[config.mk]
export PLATFORM = sky130hd
export DESIGN_NAME = sha256_stream_hasher
export DESIGN_NICKNAME = d
export VERILOG_FILES = /design/src/rtl/core/sha_pkg.sv /design/src/rtl/core/sha_front.sv /design/src/rtl/core/sha_back.sv /design/src/rtl/core/sha256_stream_hasher.sv
export SDC_FILE = /design/constraint.sdc
export NUM_CORES = 2
export LEC_CHECK = 0
export BUFFER_PORTS_ARGS = -buffer_cell sky130_fd_sc_hd__buf_2
export CAP_MARGIN = 5
export CORE_ASPECT_RATIO = 0.7
export CORE_UTILIZATION = 45
export CTS_CLUSTER_DIAMETER = 150
export DETAILED_ROUTE_END_ITERATION = 7
export MAX_ROUTING_LAYER = met4
export PLACE_DENSITY = 0.64
export SYNTH_ARGS = -nofsm -noshare
export SYNTH_HDL_FRONTEND = slang
export SYNTH_SLANG_ARGS = --single-unit
[constraint.sdc]
create_clock -name clk -period 15.5 [get_ports clk]
set_input_delay 0.775 -clock clk [delete_from_list [all_inputs] [get_ports clk]]
set_output_delay 0.775 -clock clk [all_outputs]
set_load 0.05 [all_outputs]
[src/rtl/core/sha_pkg.sv]
// SHA-256 shared package: round constants, initial hash, queue entry type.
// Used by sha_front, sha_back and sha256_stream_hasher. No dependencies.
`timescale 1ns / 1ps
package sha_pkg;

  typedef struct packed {
    logic       kind;
    logic [7:0] data_byte;
  } item_t;

  localparam logic KIND_DATA = 1'b0;
  localparam logic KIND_END  = 1'b1;

  localparam logic [31:0] INIT_HASH [8] = '{
    32'h6a09e667, 32'hbb67ae85, 32'h3c6ef372, 32'ha54ff53a,
    32'h510e527f, 32'h9b05688c, 32'h1f83d9ab, 32'h5be0cd19};

  localparam logic [31:0] ROUND_K [64] = '{
    32'h428a2f98, 32'h71374491, 32'hb5c0fbcf, 32'he9b5dba5,
    32'h3956c25b, 32'h59f111f1, 32'h923f82a4, 32'hab1c5ed5,
    32'hd807aa98, 32'h12835b01, 32'h243185be, 32'h550c7dc3,
    32'h72be5d74, 32'h80deb1fe, 32'h9bdc06a7, 32'hc19bf174,
    32'he49b69c1, 32'hefbe4786, 32'h0fc19dc6, 32'h240ca1cc,
    32'h2de92c6f, 32'h4a7484aa, 32'h5cb0a9dc, 32'h76f988da,
    32'h983e5152, 32'ha831c66d, 32'hb00327c8, 32'hbf597fc7,
    32'hc6e00bf3, 32'hd5a79147, 32'h06ca6351, 32'h14292967,
    32'h27b70a85, 32'h2e1b2138, 32'h4d2c6dfc, 32'h53380d13,
    32'h650a7354, 32'h766a0abb, 32'h81c2c92e, 32'h92722c85,
    32'ha2bfe8a1, 32'ha81a664b, 32'hc24b8b70, 32'hc76c51a3,
    32'hd192e819, 32'hd6990624, 32'hf40e3585, 32'h106aa070,
    32'h19a4c116, 32'h1e376c08, 32'h2748774c, 32'h34b0bcb5,
    32'h391c0cb3, 32'h4ed8aa4a, 32'h5b9cca4f, 32'h682e6ff3,
    32'h748f82ee, 32'h78a5636f, 32'h84c87814, 32'h8cc70208,
    32'h90befffa, 32'ha4506ceb, 32'hbef9a3f7, 32'hc67178f2};

  localparam logic [7:0] PAD_BYTE = 8'h80;
  localparam int unsigned LEN_POS = 56;

  function automatic logic [31:0] rotr(input logic [31:0] v, input int unsigned n);
    rotr = (v >> n) | (v << (32 - n));
  endfunction

endpackage

[src/rtl/core/sha_front.sv]
// Front end: input stream accept and a two-entry word queue toward the back end.
// Depends on sha_pkg.
`timescale 1ns / 1ps
module sha_front (
  input  logic               clk,
  input  logic               rst,
  input  logic               s_tvalid,
  output logic               s_tready,
  input  logic [7:0]         s_tdata,
  input  logic               s_tuser,
  output logic               q_valid,
  input  logic               q_ready,
  output sha_pkg::item_t     q_item
);

  sha_pkg::item_t slot [2];
  logic           wr_ptr;
  logic           rd_ptr;
  logic [1:0]     count;
  logic           push;
  logic           pop;

  assign s_tready = (count != 2'd2);
  assign q_valid  = (count != 2'd0);
  assign q_item   = slot[rd_ptr];
  assign push     = s_tvalid && s_tready;
  assign pop      = q_valid && q_ready;

  always_ff @(posedge clk) begin
    if (push) begin
      slot[wr_ptr].kind      <= s_tuser;
      slot[wr_ptr].data_byte <= s_tdata;
    end
  end

  always_ff @(posedge clk) begin
    if (rst) begin
      wr_ptr <= 1'b0;
      rd_ptr <= 1'b0;
      count  <= 2'd0;
    end else begin
      if (push) wr_ptr <= ~wr_ptr;
      if (pop) rd_ptr <= ~rd_ptr;
      count <= count + {1'b0, push} - {1'b0, pop};
    end
  end

endmodule

[src/rtl/core/sha_back.sv]
// Back end: block words in the schedule window, padding, 64-round compression,
// digest output register. Depends on sha_pkg.
`timescale 1ns / 1ps
module sha_back (
  input  logic           clk,
  input  logic           rst,
  input  logic           q_valid,
  output logic           q_ready,
  input  sha_pkg::item_t q_item,
  output logic           m_tvalid,
  input  logic           m_tready,
  output logic [31:0]    m_tdata,
  output logic [2:0]     m_tuser,
  output logic           m_tlast
);

  typedef enum logic [5:0] {
    ST_IDLE  = 6'b000001,
    ST_PAD   = 6'b000010,
    ST_ROUND = 6'b000100,
    ST_ADD   = 6'b001000,
    ST_EMIT  = 6'b010000,
    ST_LEN   = 6'b100000
  } state_t;

  state_t       state;
  logic [5:0]   fill;
  logic [63:0]  total;
  logic [31:0]  chain [8];
  logic [31:0]  v [8];
  logic [31:0]  w [16];
  logic [5:0]   round;
  logic         finishing;
  logic         last_block;
  logic [2:0]   out_idx;

  logic [31:0]  w_new;
  logic [31:0]  s0;
  logic [31:0]  s1;
  logic [31:0]  ch;
  logic [31:0]  mj;
  logic [31:0]  t1;
  logic [31:0]  t2;
  logic [31:0]  x0;
  logic [31:0]  x1;
  logic [3:0]   ri;
  logic [63:0]  bits;

  assign q_ready = (state == ST_IDLE);
  assign ri      = round[3:0];
  assign bits    = {total[60:0], 3'b000};

  always_comb begin
    x0 = sha_pkg::rotr(w[ri + 4'd1], 7) ^ sha_pkg::rotr(w[ri + 4'd1], 18) ^
         (w[ri + 4'd1] >> 3);
    x1 = sha_pkg::rotr(w[ri + 4'd14], 17) ^ sha_pkg::rotr(w[ri + 4'd14], 19) ^
         (w[ri + 4'd14] >> 10);
    if (round < 6'd16) begin
      w_new = w[ri];
    end else begin
      w_new = w[ri] + x0 + w[ri + 4'd9] + x1;
    end
    s1 = sha_pkg::rotr(v[4], 6) ^ sha_pkg::rotr(v[4], 11) ^ sha_pkg::rotr(v[4], 25);
    ch = (v[4] & v[5]) ^ (~v[4] & v[6]);
    t1 = v[7] + s1 + ch + sha_pkg::ROUND_K[round] + w_new;
    s0 = sha_pkg::rotr(v[0], 2) ^ sha_pkg::rotr(v[0], 13) ^ sha_pkg::rotr(v[0], 22);
    mj = (v[0] & v[1]) ^ (v[0] & v[2]) ^ (v[1] & v[2]);
    t2 = s0 + mj;
  end

  always_ff @(posedge clk) begin
    if (rst) begin
      state     <= ST_IDLE;
      fill      <= 6'd0;
      total     <= 64'd0;
      round     <= 6'd0;
      finishing <= 1'b0;
      last_block <= 1'b0;
      out_idx   <= 3'd0;
      m_tvalid  <= 1'b0;
      for (int i = 0; i < 8; i++) chain[i] <= sha_pkg::INIT_HASH[i];
    end else begin
      unique case (state)
        ST_IDLE: begin
          if (q_valid) begin
            if (q_item.kind == sha_pkg::KIND_DATA) begin
              w[fill[5:2]][{~fill[1:0], 3'b000} +: 8] <= q_item.data_byte;
              fill         <= fill + 6'd1;
              total        <= total + 64'd1;
              if (fill == 6'd63) begin
                finishing  <= 1'b0;
                last_block <= 1'b0;
                round      <= 6'd0;
                for (int i = 0; i < 8; i++) v[i] <= chain[i];
                state      <= ST_ROUND;
              end
            end else begin
              w[fill[5:2]][{~fill[1:0], 3'b000} +: 8] <= sha_pkg::PAD_BYTE;
              fill         <= fill + 6'd1;
              finishing    <= 1'b1;
              last_block   <= 1'b0;
              state        <= ST_PAD;
            end
          end
        end
        ST_PAD: begin
          // zero fill one byte a cycle up to the length field or block end
          if (fill == 6'd0 && !last_block) begin
            round      <= 6'd0;
            for (int i = 0; i < 8; i++) v[i] <= chain[i];
            state      <= ST_ROUND;
          end else if (fill == 6'(sha_pkg::LEN_POS)) begin
            state <= ST_LEN;
          end else begin
            w[fill[5:2]][{~fill[1:0], 3'b000} +: 8] <= 8'h00;
            fill         <= fill + 6'd1;
          end
        end
        ST_LEN: begin
          w[14]      <= bits[63:32];
          w[15]      <= bits[31:0];
          last_block <= 1'b1;
          round      <= 6'd0;
          for (int i = 0; i < 8; i++) v[i] <= chain[i];
          state      <= ST_ROUND;
        end
        ST_ROUND: begin
          w[ri] <= w_new;
          v[7] <= v[6];
          v[6] <= v[5];
          v[5] <= v[4];
          v[4] <= v[3] + t1;
          v[3] <= v[2];
          v[2] <= v[1];
          v[1] <= v[0];
          v[0] <= t1 + t2;
          round <= round + 6'd1;
          if (round == 6'd63) state <= ST_ADD;
        end
        ST_ADD: begin
          for (int i = 0; i < 8; i++) chain[i] <= chain[i] + v[i];
          fill <= 6'd0;
          if (!finishing) begin
            state <= ST_IDLE;
          end else if (last_block) begin
            out_idx  <= 3'd0;
            m_tvalid <= 1'b1;
            state    <= ST_EMIT;
          end else begin
            // pad spilled: next block holds only zeros and the length
            last_block <= 1'b1;
            state      <= ST_PAD;
          end
        end
        ST_EMIT: begin
          if (m_tready) begin
            if (out_idx == 3'd7) begin
              m_tvalid  <= 1'b0;
              finishing <= 1'b0;
              fill      <= 6'd0;
              total     <= 64'd0;
              for (int i = 0; i < 8; i++) chain[i] <= sha_pkg::INIT_HASH[i];
              state     <= ST_IDLE;
            end
            out_idx <= out_idx + 3'd1;
          end
        end
        default: state <= ST_IDLE;
      endcase
    end
  end

  assign m_tdata = chain[out_idx];
  assign m_tuser = out_idx;
  assign m_tlast = (out_idx == 3'd7);

endmodule

[src/rtl/core/sha256_stream_hasher.sv]
// SHA-256 streaming hasher, top level.
// Input words carry one message byte or an end-of-message mark; output
// words carry the eight digest words after each end mark.
// Front end queues input words; back end buffers, pads and compresses.
// A data word is written into the block buffer; the 64th byte of a block starts
// the 64 compression rounds (one round a cycle) and the chain update.
// An end mark writes the pad byte, zero fills at one byte a cycle up to the
// length field, places the length and compresses. When the pad spills past
// byte 55, the spilled block first zero fills to its end and is compressed;
// a second block of zeros and the length is then compressed.
// Then 8 digest words follow, one per accepted cycle.
// Reset restores the initial hash and empties the buffer and queue.
// If the receiver stalls, the current digest word holds; the two-entry
// queue keeps accepting input until it fills.
// Depends on sha_pkg, sha_front, sha_back.
`timescale 1ns / 1ps
module sha256_stream_hasher (
  input  logic        clk,
  input  logic        rst,
  input  logic        s_tvalid,
  output logic        s_tready,
  input  logic [7:0]  s_tdata,   // data_byte
  input  logic        s_tuser,   // kind
  output logic        m_tvalid,
  input  logic        m_tready,
  output logic [31:0] m_tdata,   // digest_word
  output logic [2:0]  m_tuser,   // word_index
  output logic        m_tlast    // last_word
);

  logic           q_valid;
  logic           q_ready;
  sha_pkg::item_t q_item;

  sha_front u_front (
    .clk(clk), .rst(rst),
    .s_tvalid(s_tvalid), .s_tready(s_tready), .s_tdata(s_tdata), .s_tuser(s_tuser),
    .q_valid(q_valid), .q_ready(q_ready), .q_item(q_item)
  );

  sha_back u_back (
    .clk(clk), .rst(rst),
    .q_valid(q_valid), .q_ready(q_ready), .q_item(q_item),
    .m_tvalid(m_tvalid), .m_tready(m_tready), .m_tdata(m_tdata),
    .m_tuser(m_tuser), .m_tlast(m_tlast)
  );

endmodule

==> After elaboration in Yosys (flattened, before gate mapping) <==
Memories as Yosys holds them, arrays and structs flattened. A register that Yosys moved wholly into a read port is not among the register bits.
Cells that the tools add are included.
{ "totals": {"memories": 5, "elab_cells": 436, "romBits": 2048, "ram_bits": 1042, "in_bits": 13, "ff_bits": 92} }
{ "mem_list": {"columns": ["memory", "words", "width", "rd", "rd_ports_with_merged_regs", "wr", "line", "rtl"], "rows": [
  ["(no name shown)", 64, 32, 1, 0, 0, "sha_back.sv:65", "t1 = v[7] + s1 + ch + sha_pkg::ROUND_K[round] + w_new;"],
  ["u_back.w", 16, 32, 4, 1, 2, "sha_back.sv:31", "logic [31:0] w [16];"],
  ["u_back.chain", 8, 32, 9, 1, 8, "sha_back.sv:29", "logic [31:0] chain [8];"],
  ["u_back.v", 8, 32, 8, 0, 8, "sha_back.sv:30", "logic [31:0] v [8];"],
  ["u_front.slot", 2, 9, 1, 1, 1, "sha_front.sv:16", "sha_pkg::item_t slot [2];"]
]} }
{ "classes": {"bitwise_logic": 135, "n_eq_ne": 24, "add_sub_neg": 28, "shifts": 4, "reduce_logical": 21, "order_cmp": 2, "mux": 206} }
{ "op_table": {"columns": ["op", "n"], "rows": [
  ["$mux 32", 50],
  ["$add 32x32->32", 18],
  ["$xor 32x32->32", 9],
  ["$mux 64", 4],
  ["$and 32x32->32", 5],
  ["$pmux 64 s2", 1],
  ["$mux 1", 116],
  ["$mux 6", 18],
  ["$or 1x1->1", 104],
  ["$add 64x1->64 const B", 1],
  ["$reduce_or 32->1", 2],
  ["$shiftx 8x7->32 const A", 2],
  ["$pmux 6 s4", 2],
  ["$pmux 6 s6", 1],
  ["$not 32->32", 1],
  ["$or 10x32->32", 1],
  ["$or 13x32->32", 1],
  ["$or 14x32->32", 1],
  ["$or 15x32->32", 1],
  ["$or 19x32->32", 1],
  ["$or 21x32->32", 1],
  ["$or 25x32->32", 1],
  ["$or 26x32->32", 1],
  ["$or 30x32->32", 1],
  ["42 further kinds", 77]
]} }

==> Depth between registers and ports, before layout <==
An unclocked memory read counts as a cell.
{ "depth": {"ltp_word": 12, "ltp_mapped": 57} }

==> By module <==
A second synthesis with hierarchy kept.
{ "hier_totals": {"cells_unflattened": 7467, "area_unflattened_um2": 82197.6} }
{ "by_module_without_submodules": {"columns": ["module", "area_each_um2", "n_inst", "seq_area_each_um2", "cells_each"], "rows": [
  ["sha_back", 81313.0, 1, 31280.0, 7415],
  ["sha_front", 884.6, 1, 640.6, 52]
]} }

==> Worst setup path before layout <==
Ideal clock, no wire load.
{ "synth_timing": {"path_type": "register to register", "from": "register u_back.round[2]", "to": "memory u_back.v[0][31], data pin", "t_arrival_ns": 12.847, "n_path_buf": 10, "required_time_ns": 15.233, "stages_incl_launch_ff": 52, "setup_slack_ns": 2.386, "cell_sequence": "dfxtp_1 clkbuf_1 inv_1 clkbuf_1 clkbuf_1 buf_1 ha_1 buf_2 buf_4 buf_1 clkbuf_1 clkbuf_1 buf_1 mux4_2 fa_1 ha_1 ha_1 fa_1 [... 16 more ...] a31o_2 a21oi_1 xnor2_1 fa_1 inv_1 ha_1 and3_1 and3_1 nand3_1 o21a_1 o21ai_0 a41o_1 a21oi_1 o21ai_0 a21oi_1 xnor2_1 xnor2_1 o21ai_0"} }
{ "synth_rtl": {"columns": ["item", "line", "rtl"], "rows": [
  ["from (decl)", "sha_back.sv:32", "logic [5:0] round;"],
  ["from (signal assigned)", "sha_back.sv:137", "round <= round + 6'd1;"],
  ["to (decl)", "sha_back.sv:30", null]
]} }

==> impl_metrics.py <==
metrics = {
    "placement": {
        "dpl.hpwl_mm": 225,
        "dpl_cell_area_mm2": 0.0862,
        "io_buffers": 50,
        "dp_cells": 9840,
        "gp_congestion": 1.06,
    },
    "floorplan": {
        "num_io_pins": 51,
        "die-area_mm2": 0.186,
        "rows": 131,
        "fp.coreArea_mm2": 0.182,
        "die_x_um": 515,
        "die_h_um": 361,
        "start_util": 0.454,
    },
    "detailed_routing": {
        "drc": 0,
        "via_per_inst": 6.46,
        "drt_pass1_iterations": 8,
        "ant_nets": 0,
        "route.vias.total": 65300,
        "routedWlPerCell_um": 29.5,
        "drt-initial-drc-count": 9501,
        "wirelength_mm": 299,
    },
    "cells_and_area": {
        "design_area_mm2": 0.0906,
        "fill_cells": 16200,
        "post-route-util": 0.497,
        "area.growth.synth_to_final_pct": 9.40,
        "nets": 8131,
        "final_cells": 10100,
        "drive_gt1_frac": 0.152,
    },
    "worst_setup_path": {
        "worstPathRequired_ns": 16.03,
        "cp-start-kind": "register",
        "cp_slowest_stage_delay_ns": 1.05,
        "cp_slowest_cell": "a2111oi_0",
        "critical_path_class": "register to register",
        "crit_path_max_fanout": 33,
        "worstSetupEndpointType": "register",
        "arrival_ns": 15.16,
    },
    "timing": {
        "finalMaxSlewViolations": 0,
        "setup_viol": 0,
        "finalHoldWorstSlack_ns": 0.143,
        "skew_ns": 0.0507,
        "setup-tns-final_ns": 0,
        "worst_pin_slew_ns": 1.49,
        "hold_viol": 0,
        "fmax_mhz": 68.3,
        "grt_setup_unrepaired": "false",
        "timing.final.crit_share": 0.944,
        "slew_headroom": 0.00207,
        "period_needed_ns": 14.63,
    },
    "synthesis": {
        "synth_cells": 7562,
        "yosysSeqAreaShare": 0.385,
        "ys_async_sr_fraction": 0,
        "synth_area_mm2": 0.0828,
        "synth.distinct_cells": 92,
        "yosysWarningCount": 0,
        "syn_nets": 8177,
        "synth_seq_cells": 1139,
        "post_synth.cell_area_avg_um2": 11.0,
        "synth_ff_type": "edfxtp_1",
        "synth_edf_count": 911,
    },
    "cts": {
        "clkTransAtPathRegs_ns": 0.07,
        "cts_buffers": 130,
        "ctsResizeCount": 0,
        "htree_levels": 4,
        "cts_tree": "done",
        "hold_buffers": 0,
        "cts_sinks": 1139,
        "cts_root_buf": "clkbuf_16",
        "clockBufferDepth": 3,
        "clock_latency_ns": 0.84,
        "cts_setup_buffers": 0,
    },
    "status": {
        "outcome": "finished with violations",
        "failed_checks": "max-capacitance violations",
    },
    "pwr": {
        "vdd_drop_max_uv": 116,
        "powerDensity_mw_per_mm2": 115,
        "p_leak_nw": 33.5,
    },
    "worst_hold_path": {
        "holdCritPathClass": "primary input to register",
    },
    "global_route": {
        "grt.total_usage": 0.327,
        "antenna_found_initial": 12,
        "overflow": 0,
        "grt_pass1_vias": 60500,
        "grt_pass1_wl_mm": 430,
        "grt_max_degree": 115,
    },
    "run": {
        "drv_cap": 1,
    },
}
## flip-flops by register name (all words and copies together) (netlist names), named ones only
register           flops
u_back.chain         256
u_back.fill            6
u_back.finishing       1
u_back.last_block      1
u_back.m_tuser         3
u_back.m_tvalid        1
u_back.round           6
u_back.state           6
u_back.total          61
u_back.v             256
u_back.w             512
u_front.count          2
u_front.rd_ptr         1
u_front.slot          18
u_front.wr_ptr         1
## report_power, final
group | total, W | switching, W | internal (W)
Combinational | 0.00370 | 0.00225 | 0.00144
Clock | 0.00319 | 0.00142 | 0.00177
Sequential | 0.00352 | 0.0000623 | 0.00346
## critical path, delay by kind of cell, from the launching register on
kind / cells / cell delay [ns]
AO/OA/AOI/OAI: 19 / 5.69
XOR/XNOR: 6 / 1.17
adder cells (fa/ha/maj): 10 / 4.76
AND/OR/NAND/NOR: 7 / 1.33
buffers and inverters: 6 / 0.79
flip-flops: 1 / 0.51
## routing by layer
| metal | wire length [µm] | track usage |
|---|---|---|
| met1 | 127000 | 0.475 |
| met3 | 51200 | 0.155 |
| met2 | 114000 | 0.404 |
| met5 | 0 | - |
| met4 | 6200 | 0.0686 |
## cell usage after synthesis (11+ instances only)
master | n | share of area
nor3_1 | 88 | 0.0053
dfxtp_1 | 228 | 0.055
ha_1 | 407 | 0.061
o31ai_1 | 34 | 0.0031
inv_1 | 437 | 0.020
a2111oi_0 | 14 | 0.0015
nand2_1 | 1058 | 0.048
or2_2 | 34 | 0.0026
buf_2 | 11 | 0.00066
nand2b_1 | 104 | 0.0079
fa_1 | 195 | 0.047
o21a_1 | 99 | 0.0090
and4_1 | 15 | 0.0016
or3_1 | 45 | 0.0034
buf_1 | 77 | 0.0035
nor2_1 | 424 | 0.019
nor4_1 | 16 | 0.0012
nand3_1 | 116 | 0.0070
o311ai_0 | 15 | 0.0016
mux4_2 | 574 | 0.16
mux2i_1 | 71 | 0.0086
o21bai_1 | 36 | 0.0033
a211oi_1 | 50 | 0.0045
edfxtp_1 | 911 | 0.33
and2_1 | 22 | 0.0017
a21boi_0 | 29 | 0.0026
a21oi_1 | 407 | 0.025
a21o_1 | 197 | 0.018
a31oi_1 | 48 | 0.0036
o21ai_0 | 414 | 0.025
xnor2_1 | 334 | 0.035
xor2_1 | 268 | 0.028
and3_1 | 53 | 0.0040
a211o_1 | 17 | 0.0018
a31o_2 | 12 | 0.0013
nor3b_1 | 17 | 0.0015
o211ai_1 | 49 | 0.0044
clkbuf_1 | 328 | 0.015
a311oi_1 | 13 | 0.0014
mux2_2 | 39 | 0.0053
nand4_1 | 21 | 0.0016
o22ai_1 | 33 | 0.0025
nor2b_1 | 57 | 0.0043
o31a_1 | 16 | 0.0017
## kinds of logic (layout without fill, tap and decap cells)
kind of cell               Yosys count  after routing  share of synthesized area
DFF                               1139           1139                      0.385
AOI/OAI and AO/OA                 1568           1568                      0.119
other                                0             23                          0
xor gates and xnor gates           603            603                     0.0639
adders and majority gates          607            607                      0.109
and+or+nand+nor                   2104           2104                      0.113
buffers and inverters              857            918                     0.0392
muxes                              684            684                      0.170
## final timing paths
kind                                      endpoint  slack (ns)  depth (start not counted)       startpoint
worst max-delay path               u_back.v[0][31]        0.87                         48  u_back.round[1]
worst min-delay path            u_front.slot[1][0]        0.14                          1       s_tdata[0]
worst max register to register     u_back.v[0][31]        0.87                         48  u_back.round[1]
worst min register to register     u_back.m_tvalid        0.46                          2  u_back.m_tvalid
## stage by stage
| step | worst slack, ns | power, W |
|---|---|---|
| floorplan | 2.39 | 0.00615 |
| global placement | 1.56 | 0.00709 |
| detailed placement | 1.41 | 0.00715 |
| CTS | 1.29 | 0.0103 |
| global route | 0.201 | 0.0108 |
| finish | 0.866 | 0.0104 |
## cells in the final DEF (no fill, tap or decap), types with 52 or more instances in the layout
| master | n |
|---|---|
| nand2_1 | 1057 |
| edfxtp_1 | 911 |
| mux4_2 | 574 |
| inv_1 | 436 |
| nor2_1 | 413 |
| o21ai_0 | 409 |
| a21oi_1 | 407 |
| ha_1 | 403 |
| xnor2_1 | 333 |
| xor2_1 | 268 |
| dfxtp_1 | 216 |
| a21o_1 | 197 |
| fa_1 | 195 |
| buf_4 | 182 |
| clkbuf_16 | 132 |
| nand3_1 | 115 |
| nand2b_1 | 102 |
| o21a_1 | 99 |
| nor3_1 | 88 |
| mux2i_1 | 65 |
| nor2b_1 | 57 |
| and3_1 | 52 |
## final cells by class
type / instances / area [µm²] / area share
multi-input cells: 5566 / 47800 / 0.528
flip-flops and latches: 1139 / 32000 / 0.353
clock buffers: 181 / 3630 / 0.0400
well taps: 2460 / 3080 / 0.0340
repair buffers: 241 / 1760 / 0.0195
inverters: 438 / 1650 / 0.0182
clock inverters: 58 / 642 / 0.00708
diodes: 23 / 57.6 / 0.000635
Power figures use the tool's default switching activity.
